<file path="config.mk">
export PLATFORM = sky130hd
export DESIGN_NAME = mpp_front
export DESIGN_NICKNAME = d
export VERILOG_FILES = /design/src/design/mpp_pkg.sv /design/src/design/mpp_front.sv
export SDC_FILE = /design/constraint.sdc
export NUM_CORES = 1
export LEC_CHECK = 0
export ABC_CLOCK_PERIOD_IN_PS = 5810
export BUFFER_PORTS_ARGS = -buffer_cell sky130_fd_sc_hd__buf_2
export CELL_PAD_IN_SITES_DETAIL_PLACEMENT = 2
export CELL_PAD_IN_SITES_GLOBAL_PLACEMENT = 2
export CORE_AREA = 3 3 73 75
export CTS_CLUSTER_DIAMETER = 30
export DETAILED_ROUTE_END_ITERATION = 8
export DIE_AREA = 0 0 76 78
export PLACE_DENSITY = 0.92
export RECOVER_POWER = 100
export SETUP_SLACK_MARGIN = 0.3
export SLEW_MARGIN = 15
export SYNTH_ARGS = -nofsm -noshare
export SYNTH_HDL_FRONTEND = slang
export SYNTH_SLANG_ARGS = --single-unit
</file>
<file path="constraint.sdc">
create_clock -name clk -period 5.81 [get_ports clk]
set_input_delay 0.581 -clock clk [delete_from_list [all_inputs] [get_ports clk]]
set_output_delay 0.581 -clock clk [all_outputs]
set_load 0.01 [all_outputs]
</file>
<file path="src/design/mpp_pkg.sv">
// ----------------------------------------------------------------------------
// mpp_pkg
// Shared types and codes for the magnitude percentile pruner.
// ----------------------------------------------------------------------------
`default_nettype none

package mpp_pkg;

    localparam int WEIGHT_BITS   = 16;
    localparam int COUNT_OUT_W   = 13;
    localparam int RATIO_W       = 16;
    localparam int DEF_STORE_DEPTH = 4096;

    localparam logic [1:0] ERR_OK       = 2'd0;
    localparam logic [1:0] ERR_SELECT   = 2'd1;
    localparam logic [1:0] ERR_EMPTY    = 2'd2;
    localparam logic [1:0] ERR_OVERFLOW = 2'd3;

    localparam logic [1:0] SEL_ZERO    = 2'd0;
    localparam logic [1:0] SEL_ONE     = 2'd1;
    localparam logic [1:0] SEL_TWO     = 2'd2;
    localparam logic [1:0] SEL_ILLEGAL = 2'd3;

    localparam logic [1:0] REG_ENABLE    = 2'd0;
    localparam logic [1:0] REG_RATIO_ZERO = 2'd1;
    localparam logic [1:0] REG_RATIO_ONE  = 2'd2;
    localparam logic [1:0] REG_RATIO_TWO  = 2'd3;

    localparam logic [1:0] KIND_LOAD  = 2'd0;
    localparam logic [1:0] KIND_CLOSE = 2'd1;
    localparam logic [1:0] KIND_DRAIN = 2'd2;

    typedef struct packed {
        logic                          mode;
        logic signed [WEIGHT_BITS-1:0] weight_in;
        logic                          load_last;
        logic                          prune_request;
        logic [1:0]                    ratio_select;
    } in_item_t;

    typedef struct packed {
        logic signed [WEIGHT_BITS-1:0] weight_out;
        logic                          pruned;
        logic [WEIGHT_BITS-1:0]        threshold;
        logic [COUNT_OUT_W-1:0]        prune_count;
        logic [1:0]                    error_code;
        logic                          last_out;
    } out_item_t;

    typedef struct packed {
        logic [1:0] kind;
        in_item_t   item;
    } cls_item_t;

    typedef struct packed {
        logic               prune_enable;
        logic [RATIO_W-1:0] ratio_zero;
        logic [RATIO_W-1:0] ratio_one;
        logic [RATIO_W-1:0] ratio_two;
    } cfg_t;

endpackage

`default_nettype wire

</file>
<file path="src/design/mpp_front.sv">
// ----------------------------------------------------------------------------
// mpp_front
// Input queue: accepts items, tags each as load, close or drain.
// ----------------------------------------------------------------------------
`default_nettype none

module mpp_front
(
    input  wire logic              clk,
    input  wire logic              rst_n,
    input  wire logic              push,
    input  wire mpp_pkg::in_item_t item,
    output logic                   full,
    output logic                   head_valid,
    output mpp_pkg::cls_item_t     head,
    input  wire logic              head_pop
);

    mpp_pkg::cls_item_t q_reg [2];
    logic       wr_ptr_reg, wr_ptr_next;
    logic       rd_ptr_reg, rd_ptr_next;
    logic [1:0] cnt_reg, cnt_next;
    logic       do_push, do_pop;
    mpp_pkg::cls_item_t kind_item;

    always_comb
    begin
        kind_item.item = item;
        if (item.mode)
        begin
            kind_item.kind = mpp_pkg::KIND_DRAIN;
        end
        else if (item.load_last)
        begin
            kind_item.kind = mpp_pkg::KIND_CLOSE;
        end
        else
        begin
            kind_item.kind = mpp_pkg::KIND_LOAD;
        end
    end

    assign full       = (cnt_reg == 2'd2);
    assign head_valid = (cnt_reg != 2'd0);
    assign head       = q_reg[rd_ptr_reg];
    assign do_push    = push && !full;
    assign do_pop     = head_pop && head_valid;

    always_comb
    begin
        wr_ptr_next = do_push ? !wr_ptr_reg : wr_ptr_reg;
        rd_ptr_next = do_pop ? !rd_ptr_reg : rd_ptr_reg;
        cnt_next    = cnt_reg + 2'(do_push) - 2'(do_pop);
    end

    always_ff @(posedge clk or negedge rst_n)
    begin
        if (!rst_n)
        begin
            wr_ptr_reg <= 1'b0;
            rd_ptr_reg <= 1'b0;
            cnt_reg    <= 2'd0;
        end
        else
        begin
            wr_ptr_reg <= wr_ptr_next;
            rd_ptr_reg <= rd_ptr_next;
            cnt_reg    <= cnt_next;
        end
    end

    always_ff @(posedge clk)
    begin
        if (do_push)
        begin
            q_reg[wr_ptr_reg] <= kind_item;
        end
    end

endmodule

`default_nettype wire

</file>
==> results.ini, run 1 <==
[finish]
layout_commonest_cell=edfxtp_1
register_area_um2=1420
fillCellCount=472
areaGrowthSynthToFinish_pct=15.5
largest_register_ff_count=44
nNetsFinal=169
most-common-layout-cells=44 x edfxtp_1, 31 x buf_2, 21 x mux2_1
drive_above_1_share_pct=26.6
multi_input_area_um2=350
diodes=0

[die]
ioPinCount=50
core-area_um2=4720
area_of_the_die_um2=5930
start_util_pct=39.8
fp.dieH_um=78
placementRows=25
die_w_um=76

[clock_tree]
tritoncts=yes
total_of_hold_buffers_inserted_after_clock_tree_synthesis=0
cts_inserted_buffers=5
cts_num_sinks=48
htreeDepth=2
clk_path_buf_depth=2
worstSkewPairLatency_ns=0.30
clockRootBuffer=clkbuf_8
cts_repair_resize_count=0
cts_post_setup_buffers_inserted=0
clk_transition_reported_paths_ns=0.08

[synth]
seq_area_frac_synth_pct=75.5
post_synth.cell_area_avg_um2=21.4
syn_nets=115
syn-cell-area_um2=1880
postSynthCellCount=88
synth-warning-count=0
synth-seq-cells=48
netlist_cell_types=17

[setup_path]
critical_path.endpoint_type=output port
worst_path_arrival_ns=2.22
setup.reg_to_reg.worst_slack_ns=3.35
crit_required_ns=5.23
timing_worst_setup_path_type=reg2out
critPathLaunchType=flip-flop
critical_path.max_fanout=20

[placement]
finalWeightedCongestion=0.627
dp.final_hpwl_um=2540
portBuffers=49

[timing]
final_critical_path_share_of_the_clock_period_pct=48.2
tightest_slew_ns=1.86
setup-violations-final=0
final_max_slew_viol_count=23
max_freq_mhz=357
timing.max_slew.rel_slack_pct=-24.7
period_needed_ns=2.80
fin_worst_skew_ns=0.00822
rsz_0062_raised_after_global_routing=no
hold_viol=0
fin_tns_setup_ns=0

[drt]
dr.first_iter.drc_count=85
route.antenna.remaining_nets=0
route.detailed.vias_per_inst=4.49
detail_route.drc_violations=0
routedWlPerCell_um=16.9
via_total_after_detailed_routing=942
detailedRoute.firstPassIterationCount=4
wirelength_um=3560

[grt]
vias_in_the_first_global_route=1115
grt_overflow_total=0
grt_antenna_before_repair=0
grt_start_max_net_pins=23
global_route_wire_length_before_repair_um=5610
global_route.usage.total_pct=12.7

[min_path]
holdCritPathClass=in2async

[power]
leakagePower_nw=0.790
power_density_nw_per_um2=472
vdd.ir_drop.worst_v=0.000203
fin_total_pwr_mw=1.03

[run_status]
outcome=finished, violations left
failing_checks=max-capacitance violations, max-slew violations

[job]
cap_viol_max_count=1

cell type report:
cell class	count	share of cell area, %
sequential	48	65.4
timing repair buffer	50	10.4
clock buffer	6	3.34
inverter	2	0.345
tap	67	3.86
multi-input combinational	35	16.1
clock inverter	2	0.518
per-stage QoR:
step                      utilization, %  instances  hold slack, ns  cell area [um^2]  setup slack [ns]
after floorplan                        -         88           0.285              1880              3.79
after global placement              46.4        202           0.390              2190              3.82
after detailed placement            46.4        202           0.397              2190              3.71
after CTS                           48.2        210          0.0623              2270              3.49
after global routing                46.0        210           0.106              2170              2.84
final                               46.0        210           0.111              2170              3.01
per-layer routing:
layer	share of wire (%)	global-route usage, %	vias to the layer above	routed length (um)
met5	0	0	-	0
met1	40	13.5	465	1440
met3	7.0	5.22	3	248
li1	-	-	437	-
met2	52	22.8	37	1840
met4	1.0	4.35	0	36
worst paths after layout:
check,start,to,cells past startpoint
worst max-delay path,rd_ptr_reg$_DFFE_PN0P_,head[13],3
worst min-delay path,rst_n,wr_ptr_reg$_DFFE_PN0P_,1
worst max register to register,cnt_reg[1]$_DFF_PN0_,q_reg[0][20]$_DFFE_PP_,3
worst min register to register,cnt_reg[1]$_DFF_PN0_,cnt_reg[1]$_DFF_PN0_,1
max in group asynchronous,rst_n,cnt_reg[0]$_DFF_PN0_,1
min in group clk,item[12],q_reg[0][12]$_DFFE_PP_,1
power breakdown:
part,switching (mW),leakage (nW),total (mW),internal [mW]
Sequential,0.0313,0.456,0.510,0.479
Clock,0.108,0.0388,0.191,0.0836
Combinational,0.190,0.295,0.324,0.134
critical path, cell delays in order (launching register included):
cell	delay [ns]
dfrtp_1	0.44
clkbuf_1	0.93
mux2_1	0.41
buf_2	0.15
cell usage after synthesis (all sizes together):
| library cell | count | area (um^2) |
|---|---|---|
| edfxtp | 44 | 1320 |
| mux2 | 22 | 319 |
| dfrtp | 4 | 100 |
| buf | 3 | 30.0 |
| xnor2 | 3 | 26.3 |
| ha | 2 | 25.0 |
| inv | 2 | 7.51 |
| and2 | 1 | 8.76 |
| and3 | 1 | 6.26 |
| nand2 | 1 | 3.75 |
| nand2b | 1 | 6.26 |
| nor2 | 1 | 3.75 |
| nor2b | 1 | 6.26 |
| or2 | 1 | 8.76 |
| xor2 | 1 | 8.76 |
cells by family after synthesis:
family	count (synthesis)	share of synthesized area [%]
AND/OR/NAND/NOR	7	2.33
multiplexers	22	17.0
flip-flops	48	75.5
XOR/XNOR	4	1.86
buffers and inverters	5	1.99
adder cells (fa/ha/maj)	2	1.33
(Power assumes the default switching activity.)
==> inputs of run 2 (changes only) <==
- ABC_CLOCK_PERIOD_IN_PS: 5810 -> 2550
- CORE_AREA: 3 3 73 75 -> 3 3 79 81
- DIE_AREA: 0 0 76 78 -> 0 0 82 84
- PLACE_DENSITY: 0.92 -> 0.84
- clock period: 5.81 -> 2.55 ns (I/O delays scaled with it)
==> run 2 against run 1 <==
Effect of this change:
- the flow now finishes without violations
- non-clock buffer count is 3 higher
- sequential power increased by 130%
- power grew 140%
- first-iteration DRC count shrank 24%
- design area grew 2.0%
- global-route usage down 1.2 points
- clock skew up 0.0020 ns
- highest routed layer unchanged
- clock power increased to 2.8 times the previous value
==> results.ini, run 2 (synthesis gave the netlist of run 1 again) <==
[run_status]
outcome=finished, final reports clean

[clock_tree]
cts_post_setup_buffers_inserted=0  ; unchanged
cts_num_sinks=48  ; unchanged
clk_transition_reported_paths_ns=0.08  ; about the same
worstSkewPairLatency_ns=0.30  ; about the same
clk_path_buf_depth=2  ; unchanged
tritoncts=yes
cts_repair_resize_count=0  ; unchanged
clockRootBuffer=clkbuf_8
total_of_hold_buffers_inserted_after_clock_tree_synthesis=1  ; +1
cts_inserted_buffers=5  ; unchanged
htreeDepth=2  ; unchanged

[finish]
diodes=0  ; unchanged
nNetsFinal=172  ; +1.8%
fillCellCount=582  ; +23%
largest_register_ff_count=44  ; unchanged
drive_above_1_share_pct=23.3  ; -3.3 points
areaGrowthSynthToFinish_pct=17.8
register_area_um2=1420  ; unchanged
design_area_um2=2220  ; +2.0%
layout_commonest_cell=edfxtp_1
fin_cells=218  ; +3.8%
multi_input_area_um2=353  ; +0.71%
most-common-layout-cells=44 x edfxtp_1, 28 x clkbuf_1, 23 x buf_2

[placement]
finalWeightedCongestion=0.603  ; -3.7%
placed_area_um2=2210  ; +0.97%
portBuffers=49  ; unchanged
dp.final_hpwl_um=2630  ; +3.6%
pre_cts_ws_ns=0.812  ; -2.90 ns
numPlacedInstances=209  ; +3.5%

[power]
fin_total_pwr_mw=2.44  ; +140%
vdd.ir_drop.worst_v=0.000525  ; +160%
leakagePower_nw=0.797  ; +0.96%
power_density_nw_per_um2=1100  ; +130%

[setup_path]
critical_path.reg2reg.startpoint=cnt_reg[1]$_DFF_PN0_
critical_path.endpoint_type=output port
critPathLaunch=rd_ptr_reg$_DFFE_PN0P_
setup.reg_to_reg.worst_slack_ns=0.78  ; -2.57 ns
critical_path.max_fanout=22  ; +10%
critPathLaunchType=flip-flop
crit_required_ns=2.30  ; -2.93 ns
cp-endpoint=head[14]
worst_path_arrival_ns=1.72  ; -0.50 ns
r2r-end=cnt_reg[1]$_DFF_PN0_
number_of_cells_on_the_worst_reg_to_reg_path=7  ; +4
timing_worst_setup_path_type=reg2out

[timing]
period_needed_ns=1.98
setup-violations-final=0  ; unchanged
tightest_slew_ns=0.618  ; -1.24 ns
rsz_0062_raised_after_global_routing=no
fin_worst_skew_ns=0.0102  ; +0.00197 ns
post-route-worst-setup-slack_ns=0.574  ; -2.44 ns
final_critical_path_share_of_the_clock_period_pct=77.5
fin_tns_setup_ns=0  ; unchanged
max_freq_mhz=506
hold_viol=0  ; unchanged
timing.max_slew.rel_slack_pct=58.8  ; +83 points
final_max_slew_viol_count=0  ; -100%

[drt]
route.antenna.remaining_nets=0  ; unchanged
detailedRoute.firstPassIterationCount=3  ; -1
dr.first_iter.drc_count=65  ; -24%
wirelength_um=3660  ; +3.0%
routedWlPerCell_um=16.8  ; -0.80%
detail_route.drc_violations=0  ; unchanged
route.detailed.vias_per_inst=4.44  ; -1.1%
via_total_after_detailed_routing=967  ; +2.7%

[die]
core-area_um2=5540  ; +17%
fp.dieH_um=84  ; +7.7%
area_of_the_die_um2=6890  ; +16%
die_w_um=82  ; +7.9%
start_util_pct=34.0  ; -5.9 points
placementRows=27  ; +8.0%
ioPinCount=50  ; unchanged

[grt]
global_route.usage.total_pct=11.5  ; -1.2 points
grt_start_max_net_pins=23  ; unchanged
vias_in_the_first_global_route=1037  ; -7.0%
grt_antenna_before_repair=0  ; unchanged
global_route_wire_length_before_repair_um=5750  ; +2.6%
grt_overflow_total=0  ; unchanged

[min_path]
hold_path_startpoint=item[17]
holdCritPathClass=in2reg

[job]
cap_viol_max_count=0  ; -1

[run 2: metrics by stage]
step | utilization (%) | hold WS (ns)
after floorplan | - | -0.0406
after global placement | 39.9 | 0.0597
after detailed placement | 39.9 | 0.0703
after CTS | 42.0 | 0.136
after global routing | 40.0 | 0.132
final | 40.0 | 0.146
[run 2: area by class of cell]
class,count,share of cell area [%]
Sequential cell,48,64.1
Multi-Input combinational cell,35,15.9
Timing Repair Buffer,53,10.7
Clock inverter,1,1.36
Clock buffer,7,3.44
Inverter,2,0.339
Tap cell,72,4.07
[run 2: per-layer routing]
metal  track usage, %  up-vias  part of all wire [%]
met5                0        -                     0
met4             4.08        0                   1.4
met3             3.78        6                   7.0
met2             18.5       37                    50
met1             14.2      482                    41
li1                 -      442                     -
[run 2: how the worst min path moves through the flow]
stage | to | slack, ns | cells past startpoint
finish | q_reg[1][17]$_DFFE_PP_ | 0.15 | 1
global route | q_reg[1][17]$_DFFE_PP_ | 0.13 | 1
CTS | q_reg[1][17]$_DFFE_PP_ | 0.14 | 1
detailed placement | cnt_reg[1]$_DFF_PN0_ | 0.07 | 1
global placement | cnt_reg[0]$_DFF_PN0_ | 0.06 | 1
floorplan | cnt_reg[0]$_DFF_PN0_ | -0.04 | 0
[run 2: power breakdown]
group,leakage (nW),switching [mW],total (mW),internal (mW)
sequential,0.456,0.0640,1.15,1.09
clock,0.0524,0.235,0.529,0.293
combinational,0.289,0.445,0.758,0.313
[run 2: worst max-delay path, cell delays in order (launching register included)]
cell and delay [ns]:
dfrtp_1 0.36, clkbuf_2 0.51, mux2_1 0.41, buf_2 0.15
